File: config.mk
export PLATFORM = sky130hd
export DESIGN_NAME = fpm_step
export DESIGN_NICKNAME = d
export VERILOG_FILES = /design/src/fpm_pkg.sv /design/src/fpm_step.sv
export SDC_FILE = /design/constraint.sdc
export NUM_CORES = 1
export LEC_CHECK = 0
export BUFFER_PORTS_ARGS = -buffer_cell sky130_fd_sc_hd__clkbuf_2
export CORE_ASPECT_RATIO = 0.6
export CORE_UTILIZATION = 38
export DETAILED_ROUTE_END_ITERATION = 6
export PLACE_DENSITY = 0.67
export SYNTH_ARGS = -nofsm -noshare
export SYNTH_HDL_FRONTEND = slang
export SYNTH_SLANG_ARGS = --single-unit
File: constraint.sdc
create_clock -name clock -period 2.6 [get_ports clock]
set_input_delay 0.39 -clock clock [delete_from_list [all_inputs] [get_ports clock]]
set_output_delay 0.39 -clock clock [all_outputs]
set_load 0.01 [all_outputs]
File: src/fpm_pkg.sv
// Shared types and constants for the failureless multi-pattern matcher.
// No dependencies.
`default_nettype none
package fpm_pkg;
   localparam int NUM_NODES_DEF = 1024;
   localparam int MAX_LEN_DEF   = 32;
   localparam int NODE_W        = 10;
   localparam int SYM_W         = 8;
   localparam int OFS_W         = 32;
   localparam int NODE_LIMIT    = 1024;

   localparam logic OP_EDGE = 1'b0;
   localparam logic OP_TEXT = 1'b1;

   typedef struct packed {
      logic              alive;
      logic [NODE_W-1:0] node;
      logic [NODE_W-1:0] best;
      logic [OFS_W-1:0]  start;
   } thread_type;

   typedef struct packed {
      logic              present;
      logic [NODE_W-1:0] target;
   } edge_type;

   typedef struct packed {
      logic load;
      logic shift;
   } cell_ctrl_type;
endpackage
`default_nettype wire

File: src/fpm_step.sv
// Advance stage: holds the thread whose edge lookup is in flight, applies the edge.
// Depends on fpm_pkg.
`default_nettype none
module fpm_step #(
   parameter int STORE_NODES = fpm_pkg::NODE_LIMIT
) (
   input  wire                           clock,
   input  wire                           reset,
   input  wire                           take,
   input  fpm_pkg::thread_type           in_thread,
   input  fpm_pkg::edge_type             edge_rd,
   input  wire [fpm_pkg::NODE_W-1:0]     pattern_count,
   output fpm_pkg::thread_type           out_thread
);
   import fpm_pkg::*;

   thread_type hold_ff, hold_in;

   always_comb begin
      hold_in = take ? in_thread : hold_ff;
   end

   always_ff @(posedge clock) begin
      hold_ff <= hold_in;
      if (reset) begin
         hold_ff.alive <= 1'b0;
      end
   end

   always_comb begin
      out_thread = hold_ff;
      if (hold_ff.alive) begin
         if (!edge_rd.present || (32'(edge_rd.target) >= STORE_NODES)) begin
            out_thread.alive = 1'b0;
         end else begin
            out_thread.node = edge_rd.target;
            if (edge_rd.target < pattern_count) begin
               out_thread.best = edge_rd.target + NODE_W'(1);
            end
         end
      end
   end
endmodule
`default_nettype wire

# Word level (Yosys, flattened, before mapping)
# Index checks and enable logic that the tools add are counted.
# word_totals
word_cells,10
in_bits,77
reg_bits,53
# classes
addsub,1
mux,4
order_cmp,1
# ops
op,count
21-bit two-way mux,1
20-bit two-way mux,1
"10-bit by 1-bit adder with 10-bit output, second input constant",1
10-bit < comparator,1
10-bit two-way mux,1
1-bit two-way mux,1

# Depth between registers and ports, before layout
# Gate-level depths: netlist (run 1).
# logic_depth
ltp_word,4
ltp_mapped,7

# Worst setup path before layout (run 1)
# No wires, ideal clock.
# synth_path
path_type,input to output
startpoint,input pattern_count[7] (netlist name)
endpoint,output out_thread[33] (netlist name)
arrival_time_ns,1.853
required_ns,2.210
n_path_buf,0
stages,6
slack_ns,0.357
cell_sequence,inv_1 > ha_1 > a211oi_1 > o21ai_0 > nor3_4 > mux2_2
# synth_lines
element,line,source
start: declaration,fpm_step.sv:12,"input wire [fpm_pkg::NODE_W-1:0] pattern_count,"
end: declaration,fpm_step.sv:13,output fpm_pkg::thread_type out_thread

==> results.toml, run 1 <==
[run_status]
status = "complete, no violations"

[sta]
setup_viol = 0
slew_headroom = 0.573
hold_violations = 0
slew_viol_final = 0
worst_pin_slew_ns = 0.640
rsz0062_at_grt = "no"
finalCritPeriodShare = 0.956
post-route-min-period_ns = 2.49
fmax_mhz = 402
setup_tns_ns = 0
whs_ns = 0.242
skew_ns = 0

[floorplanning]
initial_core_util = 0.396
rows = 22
coreArea_sq_um = 6170
die_area_sq_um = 6760
die_y_microns = 64.1
io_pins = 130
die_w_microns = 106

[yosys]
synth_area_leaders = "edfxtp_1 64%, buf_4 9.8%, mux2_2 8.3%, ha_1 5.1%, xnor2_1 2.2%"
synth_top_family_by_area = "buffers and inverters"
netlist_area_sq_um = 2440
seq_area_frac_synth = 0.648
synth_top_area_frac = 0.639
ys.warnings.count = 0
synth_seq_cells = 53
synthAdderAreaFrac = 0.0512
syn_avg_cell_area_sq_um = 15.2
synth_cells = 161
ys_types = 24
synth_compound_area_frac = 0.0190
synth_mux_area_frac = 0.0953
synth_top_area_cell = "edfxtp_1"
synth_xor_xnor_area_share = 0.0287
syn_nets = 248
synth_simple_gate_area_frac = 0.0400

[detailed_routing]
via_count = 1556
first_pass_iters = 4
post_drt_wl_per_cell_microns = 14.4
initialDrtViolationCount = 30
via_per_inst = 4.40
drcViolationCount = 0
wl_microns = 5090
drtAntennaViolNets = 0

[power]
ir_worst_vdd_mv = 0.285
p_leak_nw = 1.42
p_per_area_nw_per_um2 = 571
total_power_mw = 1.77

[clock_tree]
root_buffer = "clkbuf_8"
cts.path.max_buffers = 2
cts_buffers = 5
holdBufCountCts = 0
clock-sinks = 53
cts_tree = "yes"
ctsResizeCount = 0
clkTransAtPathRegs_ns = 0.10
htree_levels = 2
post_cts_buffers = 0
insertion_delay_ns = 0.30

[placement]
dpl.hpwl_microns = 3990
gp_congestion = 0.712
port_buffers = 129

[layout]
n_antenna_cell = 0
final_common_cell = "clkbuf_2"
multiInputGateArea_sq_um = 572
nFillCells = 599
area_growth_syn_to_layout_pct = 26.6
register_area_sq_um = 1580
drive_gt1_frac = 0.593
final_nets = 356
layout_common_cells = "129 x clkbuf_2, 52 x edfxtp_1, 18 x mux2_2"

[global_route]
overflow = 0
grt_pass1_vias = 1563
grtUsageTotal = 0.154
antenna_found_initial = 0
grt_max_degree = 32
grt_first_pass_wirelength_microns = 7610

[setup_path]
critPathCaptureType = "output pin"
reg2reg_depth = 2
arrival_ns = 2.10
reg2reg_to = "hold_ff[52]"
crit_fanout = 10
crit_path_max_incr_delay_ns = 0.35
startpoint_type = "input pin"
cp.required_ns = 2.21
crit_type = "input pin to output pin"
cp_cell_sequence = "clkbuf_2, ha_1, a211oi_1, o21ai_0, nor3_4, buf_6, mux2_2, clkbuf_2"
cp_common_cell = "clkbuf_2"
cpMaxStageDelayCell = "mux2_2"
r2r_slack_ns = 2.00
r2r_start = "hold_ff[52]"

[flow_run]
cap_violations = 0

[hold_path]
holdPathEnd = "hold_ff[52]"
hp-class = "input pin to register"
min_from = "reset"
hold_depth = 2
-- synthesized netlist by cell type --
library cell   n
edfxtp_1      52
buf_4         32
mux2_2        18
inv_1         12
ha_1          10
xnor2_1        6
nand3_1        5
mux2i_1        3
nor2_1         3
a211oi_1       2
and3_1         2
nand2_1        2
o21ai_0        2
xor2_1         2
a21o_1         1
a21oi_1        1
a41oi_1        1
clkbuf_1       1
dfxtp_1        1
nand2b_1       1
nand4_1        1
nor3_1         1
nor3_4         1
nor3b_1        1
-- through the flow --
step / area (sq um) / util / setup slack, ns / std cells
detailed placement: 3000 / 0.486 / 0.0702 / 346
global route: 3090 / 0.501 / 0.00455 / 354
CTS: 3090 / 0.501 / 0.0647 / 354
floorplan: 2440 / - / 0.357 / 161
global placement: 3000 / 0.486 / 0.127 / 346
finish: 3090 / 0.501 / 0.115 / 354
-- routing by layer --
layer,part of all wire,vias to the layer above,global-route usage,wire (microns)
met5,0,-,0,0
met4,0.0067,0,0.0417,34
met3,0.10,5,0.0653,527
met2,0.43,86,0.250,2210
met1,0.46,700,0.190,2320
li1,-,765,-,-
-- where the power goes --
part,internal (mW),switching [mW]
clock network,0.190,0.276
registers,1.01,0.0177
logic,0.135,0.136
-- critical path: cells and delay by family --
family	cells	cell delay, ns
adder cells (fa/ha/maj)	1	0.32
AND/OR/NAND/NOR	1	0.21
multiplexers	1	0.35
AO/OA/AOI/OAI	2	0.38
buffers and inverters	3	0.44
-- final cells by class --
class,instances,share of cell area
Sequential cell,53,0.512
Timing Repair Buffer,134,0.226
Multi-Input combinational cell,63,0.185
Tap cell,84,0.0340
Clock buffer,5,0.0223
Inverter,12,0.0146
Clock inverter,3,0.00648
-- sequential cells by signal, summed over array words and instances (netlist names) --
register	cells
out_thread	32
hold_ff	21
-- worst max path at each step --
| stage | from | slack (ns) | depth (start not counted) | end |
|---|---|---|---|---|
| 2_1_floorplan | pattern_count[7] | 0.36 | 6 | out_thread[33] |
| 3_3_place_gp | edge_rd[7] | 0.13 | 8 | out_thread[35] |
| 3_5_place_dp | edge_rd[7] | 0.07 | 8 | out_thread[34] |
| 4_1_cts | edge_rd[7] | 0.06 | 8 | out_thread[41] |
| 5_1_grt | edge_rd[7] | 0.005 | 8 | out_thread[41] |
| 6_report | edge_rd[7] | 0.11 | 8 | out_thread[41] |
-- logic make-up after synthesis --
group,after synthesis
flip-flops,53
buffers and inverters,45
multiplexers,21
AND/OR/NAND/NOR,17
adder cells (fa/ha/maj),10
XOR/XNOR,8
AO/OA/AOI/OAI,7
No activity file was read; power rests on OpenSTA's default activity.
==> run 2, diff against run 1 <==
PLACE_DENSITY = unset   (was 0.67)
PLACE_DENSITY_LB_ADDON = 0.3   (was unset)
==> run 2 against run 1 <==
Combinational power about the same. Critical path type unchanged. Sequential power barely moved. Critical endpoint is now out_thread[38]. Design area shrank 0.65%. Register-to-register slack is essentially flat. Largest cell class unchanged. Via count grew 0.51%. Critical path depth stayed put. Final cell count did not move. Core utilization decreased by 0.32 points. Clock-buffer cell count unchanged. Setup slack better by 0.0090 ns. First-iteration DRC count up 120%.
==> results.toml, run 2 (synthesis results as in run 1) <==
[setup_path]
critPathCaptureType = "output pin"
crit_fanout = 6
crit_type = "input pin to output pin"
startpoint_type = "input pin"
startpoint = "edge_rd[7]"
reg2reg_to = "hold_ff[52]"
r2r_start = "hold_ff[52]"
arrival_ns = 2.09
cp-endpoint = "out_thread[38]"
reg2reg_depth = 2
r2r_slack_ns = 1.99
cp.required_ns = 2.21

[placement]
dp.cells = 346
dpl.hpwl_microns = 3990
port_buffers = 129
place_area_sq_um = 2990
gp_congestion = 0.832

[power]
p_per_area_nw_per_um2 = 570
p_leak_nw = 1.42
ir_worst_vdd_mv = 0.249

[layout]
final_common_cell = "clkbuf_2"
stdcell_count = 354
area_growth_syn_to_layout_pct = 25.8
drive_gt1_frac = 0.589
final_area_sq_um = 3070
n_antenna_cell = 0
layout_common_cells = "129 x clkbuf_2, 52 x edfxtp_1, 18 x mux2_2"
final_nets = 356
largest_reg_flops = 32

[clock_tree]
cts_tree = "yes"
cts.path.max_buffers = 2
htree_levels = 2
holdBufCountCts = 0
root_buffer = "clkbuf_8"
insertion_delay_ns = 0.30
cts_buffers = 5
clock-sinks = 53
ctsResizeCount = 0
post_cts_buffers = 0
clkTransAtPathRegs_ns = 0.10

[floorplanning]
die_area_sq_um = 6760
die_y_microns = 64.1
initial_core_util = 0.396
coreArea_sq_um = 6170
rows = 22
die_w_microns = 106
io_pins = 130

[sta]
worst_pin_slew_ns = 0.501
post-route-min-period_ns = 2.48
skew_ns = 0
setup_viol = 0
setup_tns_ns = 0
rsz0062_at_grt = "no"
fmax_mhz = 404
hold_violations = 0
slew_viol_final = 0
finalCritPeriodShare = 0.952
slew_headroom = 0.666

[detailed_routing]
first_pass_iters = 4
via_count = 1564
wl_microns = 4930
via_per_inst = 4.42
post_drt_wl_per_cell_microns = 13.9
drtAntennaViolNets = 0
initialDrtViolationCount = 65
drcViolationCount = 0

[global_route]
use_met3 = 0.0439
overflow = 0
grt_first_pass_wirelength_microns = 7540
grtUsageTotal = 0.148
busiest_layer = "met2"
antenna_found_initial = 0
grt_max_degree = 21
grt_pass1_vias = 1555
grtUsageMet1 = 0.209
met2_usage = 0.221

[run_status]
status = "complete, no violations"

[flow_run]
cap_violations = 0

[hold_path]
hp-class = "input pin to register"
min_from = "reset"
## run 2: routing by layer
layer | wire length [microns] | up-vias
li1 | - | 766
met1 | 2380 | 735
met2 | 2180 | 59
met3 | 336 | 4
met4 | 39 | 0
met5 | 0 | -
## run 2: through the flow
stage	setup slack, ns	total power [mW]	util	hold WS [ns]
3_5_place_dp	0.142	1.32	0.484	0.537
5_1_grt	0.0241	1.84	0.498	0.229
3_3_place_gp	0.190	1.32	0.484	0.475
6_report	0.124	1.75	0.498	0.239
4_1_cts	0.139	1.78	0.498	0.231
2_1_floorplan	0.357	1.20	-	0.460
## run 2: worst min path at each step
stage	endpoint	slack, ns	depth (start not counted)
after floorplan	hold_ff[52]	0.46	2
after global placement	hold_ff[52]	0.48	2
after detailed placement	hold_ff[52]	0.54	2
after CTS	hold_ff[52]	0.23	2
after global routing	hold_ff[52]	0.23	2
final	hold_ff[52]	0.24	2
## run 2: area by class of cell
type                       count  area, sq um
clock buffer                   5         68.8
clock inverter                 3         16.3
fill                         577         3090
inverter                      12         45.0
multi-input combinational     63          572
sequential                    53         1580
tap                           84          105
timing repair buffer         134          683
## run 2: report_power, final
| group | switching (mW) | internal (mW) | total [mW] |
|---|---|---|---|
| registers | 0.0184 | 1.01 | 1.03 |
| clock network | 0.265 | 0.187 | 0.452 |
| logic | 0.136 | 0.133 | 0.269 |
| total | 0.420 | 1.33 | 1.75 |
## run 2: critical path, stage by stage
cell and delay, ns:
clkbuf_2 0.12, ha_1 0.32, a211oi_1 0.19, o21ai_0 0.17, nor3_4 0.23, buf_4 0.19, mux2_2 0.35, clkbuf_2 0.13
