<file path="config.mk">
export PLATFORM = sky130hd
export DESIGN_NAME = fpm_cell
export DESIGN_NICKNAME = d
export VERILOG_FILES = /design/src/fpm_pkg.sv /design/src/fpm_cell.sv
export SDC_FILE = /design/constraint.sdc
export NUM_CORES = 1
export LEC_CHECK = 0
export BUFFER_PORTS_ARGS = -buffer_cell sky130_fd_sc_hd__buf_2
export CAP_MARGIN = 20
export CORE_MARGIN = 5
export CORE_UTILIZATION = 45
export CTS_CLUSTER_SIZE = 14
export DETAILED_ROUTE_END_ITERATION = 8
export HOLD_SLACK_MARGIN = 0.05
export PLACE_DENSITY = 0.85
export SLEW_MARGIN = 40
export SYNTH_ARGS = -nofsm -noshare
export SYNTH_HDL_FRONTEND = slang
export SYNTH_SLANG_ARGS = --single-unit
</file>
<file path="constraint.sdc">
create_clock -name clock -period 2.49 [get_ports clock]
set_input_delay 0.249 -clock clock [delete_from_list [all_inputs] [get_ports clock]]
set_output_delay 0.249 -clock clock [all_outputs]
set_load 0.1 [all_outputs]
</file>
<file path="src/fpm_pkg.sv">
// Shared types and constants for the failureless multi-pattern matcher.
// No dependencies.
`default_nettype none
package fpm_pkg;
   localparam int NUM_NODES_DEF = 1024;
   localparam int MAX_LEN_DEF   = 32;
   localparam int NODE_W        = 10;
   localparam int SYM_W         = 8;
   localparam int OFS_W         = 32;
   localparam int NODE_LIMIT    = 1024;

   localparam logic OP_EDGE = 1'b0;
   localparam logic OP_TEXT = 1'b1;

   typedef struct packed {
      logic              alive;
      logic [NODE_W-1:0] node;
      logic [NODE_W-1:0] best;
      logic [OFS_W-1:0]  start;
   } thread_type;

   typedef struct packed {
      logic              present;
      logic [NODE_W-1:0] target;
   } edge_type;

   typedef struct packed {
      logic load;
      logic shift;
   } cell_ctrl_type;
endpackage
`default_nettype wire

</file>
<file path="src/fpm_cell.sv">
// One thread cell of the ring: loads a new thread or takes its neighbor's.
// Depends on fpm_pkg.
`default_nettype none
module fpm_cell (
   input  wire                  clock,
   input  wire                  reset,
   input  fpm_pkg::cell_ctrl_type ctrl,
   input  fpm_pkg::thread_type  new_thread,
   input  fpm_pkg::thread_type  next_thread,
   output fpm_pkg::thread_type  thread
);
   import fpm_pkg::*;

   thread_type thread_ff, thread_in;

   always_comb begin
      thread_in = thread_ff;
      if (ctrl.load) begin
         thread_in = new_thread;
      end else if (ctrl.shift) begin
         thread_in = next_thread;
      end
   end

   always_ff @(posedge clock) begin
      thread_ff <= thread_in;
      if (reset) begin
         thread_ff.alive <= 1'b0;
      end
   end

   assign thread = thread_ff;
endmodule
`default_nettype wire

</file>
# After elaboration in Yosys (flattened, before gate mapping)
# Index checks and enable logic that the tools add are counted.
# totals
output_inout_bits	53
regBits	53
inputBits	110
elab_cells	7
# classes
mux	2
n_reduce_logical	1
# ops
cell	count
$mux 53	2
$reduce_bool 2->1	1

# Depth between registers and ports, before layout
# Gate-level depths: netlist of run 1.
# logic_depth
word_depth	2
mapped_depth	4
mapped_depth_nobuf	2

# Worst setup path after synthesis of run 1
# Ideal clock, no wire load.
# synth_timing
path_kind	input to register
from	input ctrl[1] (netlist name)
to	register thread_ff (netlist bit thread[0]) (enable)
path_buffers	2
path_slack_ns	0.849
required_time_ns	2.103
t_arrival_ns	1.254
setup_ns	0.387
stages	3
path_cell_list	buf_6 -> buf_12 -> or2_2
# synth_between
elab_chain_cells	1
# synth_rtl
item	line_no	text
from (decl)	fpm_cell.sv:7	input fpm_pkg::cell_ctrl_type ctrl,
$reduce_bool 2->1 (no line)	n/a	
to (signal assigned)	fpm_cell.sv:26	thread_ff <= thread_in;
to (decl)	fpm_cell.sv:14	thread_type thread_ff, thread_in;
# No other way between the ends.
# A chain may end at the register's enable or synchronous reset.

# Worst setup path after layout of run 1
# layout_timing
from	register thread_ff (netlist bit thread[18])
to	output thread[18] (netlist name)
# layout_lines
item	line_no	text
to (decl)	fpm_cell.sv:10	output fpm_pkg::thread_type thread
# No word-level cell between the ends.

==> impl_metrics.toml, run 1 <==
[grt]
grt_max_degree = 55
grt_first_pass_wirelength_um = 8980
antenna_found_initial = 0
grt_usage_pct = 16.1
grt_pass1_vias = 1881
grt_overflow = 0

[worst_setup_path]
crit_path_end_kind = "output pin"
start_kind = "register"
crit_slowest_cell = "buf_2"
cp_cell_sequence = "buf_2"
critical_path_class = "register to output pin"
r2r_slack_ps = 1800
cp_slowest_stage_delay_ps = 440
crit_fanout = 1
r2r_start = "thread[52]$_SDFFE_PP0P_"
r2r_end = "thread[52]$_SDFFE_PP0P_"
crit_buf_inv = 1
cp_top_family = "buffers and inverters"
crit_arrival_ps = 1100
timing.critical_path.required_ps = 2240
r2r_cells = 2

[run]
cap_violations = 0

[clock_network]
clock-root-buffer = "clkbuf_8"
htreeDepth = 2
cts_resized = 0
cts_hold_buf = 0
numCtsBuffers = 5
cts.path.max_buffers = 2
cts_tree = "yes"
cts.reportedPaths.clkPinSlew_ps = 90
post_cts_buffers = 0
clkLatencyLatePin_ps = 290
cts.sinks = 53

[worst_hold_path]
hold_start = "reset"
min_path_type = "input port to register"
hold_path_end = "thread[52]$_SDFFE_PP0P_"
whs_path_depth = 2

[synthesis]
yosysWarningCount = 0
seq_area_frac_synth_pct = 63.3
syn_area_um2 = 2500
ys_ff_latch = 53
syn_inst = 116
synth_nets = 226
ys_types = 11
avgSynthCellArea_um2 = 21.5

[sta]
setup_viol = 0
grt_setup_unrepaired = "no"
fmax_mhz = 744
post-route-min-period_ps = 1340
setup_tns_ps = 0
max-slew-margin-rel_pct = 53.8
tightest_slew_ps = 693
period_share_pct = 54.0
whs_ps = 110
clock_skew_ps = 0
slew_viol_final = 0
hold_violations = 0

[power]
p_int_mw = 1.54
seqPwrFrac_pct = 42.1
p_clk_share_pct = 18.2
p_leak_nw = 1.66
power.density_nw_per_um2 = 779
power_mw = 2.64
p_sw_share_pct = 41.7
ir_worst_vdd_mv = 0.351
power.switching_mw = 1.10
comb_power_share_pct = 39.7

[cells_and_area]
nNetsFinal = 390
design_area_um2 = 3390
n_antenna_cell = 0
finalCoreUtilization_pct = 62.3
area_growth_pct = 35.8
drive_gt1_share_pct = 79.4
largest_reg_flops = 53

[floorplanning]
core.rowCount = 27
die_width_um = 84.5
die_area_um2 = 7140
fp.coreArea_um2 = 5440
die_y_um = 84.5
ios = 163
start_util_pct = 45.9

[route]
via_count = 1620
drc = 0
firstDrtPassIters = 3
first_iter_violations = 45
final_antenna_net_count = 0
viasPerCell = 4.59
routedWlPerCell_um = 16.1
drt_wl_total_um = 5680

[placement]
portBuffers = 162
gp_congestion = 0.724
placed_area_um2 = 3300

[run_status]
outcome = "complete, no violations"
worst max-delay path by stage:
stage | cells past startpoint | slack [ps] | endpoint | from
2_1_floorplan | 3 | 850 | thread[0]$_DFFE_PP_ | ctrl[1]
3_3_place_gp | 3 | 790 | thread[51]$_DFFE_PP_ | ctrl[1]
3_5_place_dp | 3 | 740 | thread[51]$_DFFE_PP_ | ctrl[1]
4_1_cts | 3 | 1060 | thread[51]$_DFFE_PP_ | ctrl[1]
5_1_grt | 1 | 1090 | thread[18] | thread[18]$_DFFE_PP_
6_report | 1 | 1150 | thread[18] | thread[18]$_DFFE_PP_
final cells by class:
class	instances	area, um^2
fillers	428	2050
flip-flops and latches	53	1580
repair buffers	163	822
multi-input cells	56	803
clock buffers	8	90.1
well taps	72	90.1
inverters	1	3.75
kinds of logic (layout without fill, tap and decap cells):
group	after synthesis	in the layout	synth area share, %
AOI/OAI and AO/OA	1	1	0.501
buffers and inverters	7	172	4.61
DFF	53	53	63.3
muxes	53	53	31.1
and+or+nand+nor	2	2	0.501
per-layer routing:
metal | vias up | part of all wire (%) | global-route usage [%]
li1 | 776 | - | -
met1 | 743 | 32 | 16.3
met2 | 95 | 55 | 29.1
met3 | 6 | 12 | 7.56
met4 | 0 | 1.4 | 5.04
met5 | - | 0 | 0
cell usage after synthesis:
cell,n,share of area (%)
inv_1,1,0.15
nor2b_1,1,0.25
a211oi_2,1,0.50
buf_12,5,4.0
mux2i_1,1,0.40
mux2_2,4,1.8
or2_2,1,0.25
edfxtp_1,52,63
mux2_4,48,29
buf_6,1,0.45
dfxtp_1,1,0.80
cells in the final DEF, fill, tap and decap left out:
master    instances
buf_6             1
or2_4             1
inv_1             1
buf_2           162
clkbuf_1          2
nor2b_1           1
mux2_4           48
clkbuf_8          6
edfxtp_1         52
dfxtp_1           1
mux2_2            4
mux2i_1           1
a211oi_2          1
through the flow:
step / setup WS, ps / std cells
floorplan: 849 / 116
global placement: 788 / 345
detailed placement: 744 / 345
CTS: 1060 / 353
global route: 1090 / 353
finish: 1150 / 353
power groups by stage:
stage	registers [mW]	logic (mW)	clock network (mW)
final	1.11	1.05	0.480
after global routing	1.12	1.08	0.540
after CTS	1.11	1.06	0.498
after detailed placement	1.13	1.06	0
after global placement	1.13	1.04	0
after floorplan	1.85	0.159	0
No activity file was read; power rests on OpenSTA's default activity.
==> inputs of run 2 (changes only) <==
- ABC_AREA: not set -> 1
- CORE_UTILIZATION: 45 -> 41
- PLACE_DENSITY: 0.85 -> 0.8
- clock period: 2.49 -> 1.4 ns (I/O delays scaled with it)
==> impl_metrics.toml, run 2 <==
[synthesis]
seq_area_frac_synth_pct = 68.2
avgSynthCellArea_um2 = 10.1
ys.flop_type = "edfxtp_1"
ys_types = 9
synth_top_area_share_pct = 67.3
synth_nets = 340
yosysTopAreaCell = "edfxtp_1"
synth.most_common_cell = "nand2_1"
syn_area_um2 = 2320
yosys-top-cells-count = "nand2_1, edfxtp_1, buf_6"
synthArstFlopShare_pct = 0
syn_inst = 230
synth_edf_count = 52
synth_area_leaders = "edfxtp_1, nand2_1, buf_6, buf_4, dfxtp_1"
ys_ff_latch = 53
yosysWarningCount = 0

[clock_network]
clock-root-buffer = "clkbuf_8"
cts_tree = "yes"
cts.path.max_buffers = 2
cts.reportedPaths.clkPinSlew_ps = 90
cts.sinks = 53
clkLatencyLatePin_ps = 290
htreeDepth = 2
post_cts_buffers = 0
cts_resized = 0
numCtsBuffers = 5
cts_hold_buf = 0

[cells_and_area]
multi_input_area_um2 = 618
seqCellArea_um2 = 1580
area_growth_pct = 40.5
n_antenna_cell = 0
largest_reg_flops = 53
finalCoreUtilization_pct = 59.2
layout_common_cells = "buf_2, nand2_1, edfxtp_1"
final_common_cell = "buf_2"
n_fill_cell = 494
nNetsFinal = 502
drive_gt1_share_pct = 44.3

[sta]
clock_skew_ps = 0
setup_tns_ps = 0
period_share_pct = 86.4
slew_viol_final = 0
max-slew-margin-rel_pct = 66.6
tightest_slew_ps = 504
grt_setup_unrepaired = "no"
setup_viol = 0
post-route-min-period_ps = 1210
hold_violations = 0
whs_ps = 77.9
fmax_mhz = 827

[route]
drc = 0
viasPerCell = 4.39
routedWlPerCell_um = 12.3
drt_wl_total_um = 5730
first_iter_violations = 85
final_antenna_net_count = 0
firstDrtPassIters = 4
via_count = 2042

[worst_hold_path]
whs_path_depth = 4
hold_path_end = "thread[52]$_SDFFE_PP0P_"
hold_start = "reset"
min_path_type = "input port to register"

[grt]
grt_usage_pct = 15.3
grt_first_pass_wirelength_um = 8830
grt_pass1_vias = 1903
grt_max_degree = 54
grt_overflow = 0
antenna_found_initial = 0

[worst_setup_path]
cp_cell_sequence = "buf_2"
start_kind = "register"
crit_arrival_ps = 1070
crit_slowest_cell = "buf_2"
timing.critical_path.required_ps = 1260
cp_top_family = "buffers and inverters"
critical_path_class = "register to output pin"
crit_buf_inv = 1
crit_fanout = 1
r2r_end = "thread[52]$_SDFFE_PP0P_"
crit_path_end_kind = "output pin"
r2r_cells = 4
r2r_slack_ps = 790
r2r_start = "thread[52]$_SDFFE_PP0P_"
cp_slowest_stage_delay_ps = 430

[placement]
gp_congestion = 0.840
portBuffers = 162
hpwl_um = 4550

[floorplanning]
start_util_pct = 42.1
ios = 163
core.rowCount = 27
die_area_um2 = 7260
fp.coreArea_um2 = 5510
die_y_um = 85.2
die_width_um = 85.2

[run_status]
outcome = "complete, no violations"

[power]
power.density_nw_per_um2 = 1400
ir_worst_vdd_mv = 0.624
p_leak_nw = 1.75

[run]
cap_violations = 0
run 2: changes by cell type after synthesis, moves of 2 or more:
cell     delta
buf_6       +5
nand2_1   +159
buf_12      -5
mux2_4     -48
nand3_1     +2
buf_4       +5
mux2_2      -4
inv_1       +2
run 2: final cells by class:
type / instances / area share (%)
multi-input combinational: 162 / 19.0
clock buffer: 8 / 2.46
tap: 72 / 2.76
timing repair buffer: 166 / 26.6
sequential: 53 / 48.5
inverter: 4 / 0.729
run 2: worst max path at each step:
stage,from,to,slack (ps),cells after the start
after global routing,thread[24]$_DFFE_PP_,thread[24],130,1
final,thread[35]$_DFFE_PP_,thread[35],190,1
after CTS,thread[35]$_DFFE_PP_,thread[35],170,1
after floorplan,ctrl[1],thread[0]$_DFFE_PP_,-100,3
after global placement,ctrl[1],thread[30]$_DFFE_PP_,310,4
after detailed placement,ctrl[1],thread[37]$_DFFE_PP_,290,4
run 2: report_power, final:
part	switching, mW	internal [mW]
logic	1.51	0.286
clock network	0.437	0.356
registers	0.0392	1.94
total	1.98	2.58
run 2: through the flow:
step | std cells | cell area (um^2) | worst slack (ps) | total power [mW]
floorplan | 230 | 2340 | -96.1 | 3.48
detailed placement | 457 | 3180 | 287 | 3.82
CTS | 465 | 3260 | 174 | 4.61
global route | 465 | 3260 | 132 | 4.74
global placement | 457 | 3180 | 308 | 3.80
finish | 465 | 3260 | 191 | 4.56
run 2: routing by layer:
metal	GRT usage, %	part of all wire, %
met5	0	0
met4	4.46	1.6
met3	5.73	10
met2	27.1	53
met1	17.0	35
run 2: cell families (layout without fill, tap and decap cells):
kind of cell	Yosys count	after routing	synth area share (%)
and+or+nand+nor	162	162	26.4
DFF	53	53	68.2
buffers and inverters	15	178	5.39
==> inputs of run 3 (changes only) <==
- CORE_MARGIN: 5 -> 2
==> impl_metrics.toml, run 3 (same netlist as run 2, synthesis figures left out) <==
[grt]
grt_first_pass_wirelength_um = 8090
grtUsageMet1_pct = 17.8
grt_overflow = 0
top_usage_layer = "met2"
use_met3_pct = 5.34
grt_max_degree = 54
antenna_found_initial = 0
grt_usage_pct = 16.7
use_met2_pct = 31.2
grt_pass1_vias = 1891

[route]
via_count = 2034
firstDrtPassIters = 4
drc = 0
routedWlPerCell_um = 11.2
final_antenna_net_count = 0
drt_wl_total_um = 5200
viasPerCell = 4.37
first_iter_violations = 71

[sta]
setup_viol = 0
hold_violations = 0
clock_skew_ps = 0
tightest_slew_ps = 520
timing.final.ws_setup_ps = 178
period_share_pct = 87.3
fmax_mhz = 818
max-slew-margin-rel_pct = 65.6
slew_viol_final = 0
post-route-min-period_ps = 1220
grt_setup_unrepaired = "no"

[worst_setup_path]
cp_cell_sequence = "buf_2"
crit_fanout = 1
r2r_slack_ps = 780
crit_buf_inv = 1
r2r_start = "thread[52]$_SDFFE_PP0P_"
crit_arrival_ps = 1080
critical_path_class = "register to output pin"
timing.critical_path.required_ps = 1260
cp_top_family = "buffers and inverters"
crit_slowest_cell = "buf_2"
start_kind = "register"
startpoint = "thread[0]$_DFFE_PP_"
crit_path_end_kind = "output pin"
cp_slowest_stage_delay_ps = 430

[placement]
portBuffers = 162
gp_congestion = 0.695
hpwl_um = 3930
pre_cts_ws_ps = 347

[worst_hold_path]
hold_start = "next_thread[34]"
min_path_type = "input port to register"

[floorplanning]
core.rowCount = 27
ios = 163
fp.coreArea_um2 = 5470
die_y_um = 79.2
die_width_um = 79.2
start_util_pct = 42.4
die_area_um2 = 6280

[cells_and_area]
drive_gt1_share_pct = 44.8
area_growth_pct = 42.4
nNetsFinal = 502
n_fill_cell = 502
layout_common_cells = "buf_2, nand2_1, edfxtp_1"
seqCellArea_um2 = 1580
multi_input_area_um2 = 618
n_antenna_cell = 0
final_common_cell = "buf_2"
finalCoreUtilization_pct = 60.4
largest_reg_flops = 53

[clock_network]
clock-root-buffer = "clkbuf_8"
htreeDepth = 2
cts.sinks = 53
clkLatencyLatePin_ps = 290
numCtsBuffers = 5
cts_resized = 0
cts.reportedPaths.clkPinSlew_ps = 90
cts_tree = "yes"
cts.path.max_buffers = 2

[run_status]
outcome = "complete, no violations"

[power]
power.density_nw_per_um2 = 1490
ir_worst_vdd_mv = 0.638
p_leak_nw = 1.77

[run]
cap_violations = 0
-- run 3: per-layer routing --
layer / vias to the layer above / share of wire (%)
li1: 1052 / -
met1: 881 / 39
met2: 97 / 52
met3: 4 / 8.2
met4: 0 / 0.73
met5: - / 0
-- run 3: power breakdown --
part	internal [mW]	total, mW	leakage [nW]	switching (mW)
combinational	0.282	1.79	1.16	1.51
sequential	1.94	1.98	0.544	0.0383
clock	0.709	1.17	0.0681	0.457
total	2.93	4.93	1.77	2.00
-- run 3: stage by stage --
stage / hold slack (ps) / power (mW) / TNS, ps / std cells / area, um^2
floorplan: 275 / 3.48 / -5000 / 230 / 2340
global route: 89.7 / 5.13 / 0 / 465 / 3300
CTS: 90.8 / 4.98 / 0 / 465 / 3300
detailed placement: 381 / 3.81 / 0 / 456 / 3160
global placement: 372 / 3.79 / 0 / 456 / 3160
finish: 101 / 4.93 / 0 / 465 / 3300
-- run 3: final timing paths --
path,endpoint,cells past startpoint
max,thread[0],1
min,thread[34]$_DFFE_PP_,3
max reg2reg,thread[52]$_SDFFE_PP0P_,4
min reg2reg,thread[52]$_SDFFE_PP0P_,4
-- run 3: cell type report --
type / instances / area share (%)
Timing Repair Buffer: 166 / 25.9
Sequential cell: 53 / 47.9
Multi-Input combinational cell: 162 / 18.7
Clock inverter: 3 / 1.97
Inverter: 4 / 0.720
Tap cell: 72 / 2.73
Clock buffer: 5 / 2.08
-- run 3: what timing repair did --
action,CTS,global route
hold endpoints to repair,1,0
hold buffers,1,0
endpoints found under the setup margin,0,0
buffers inserted,0,0
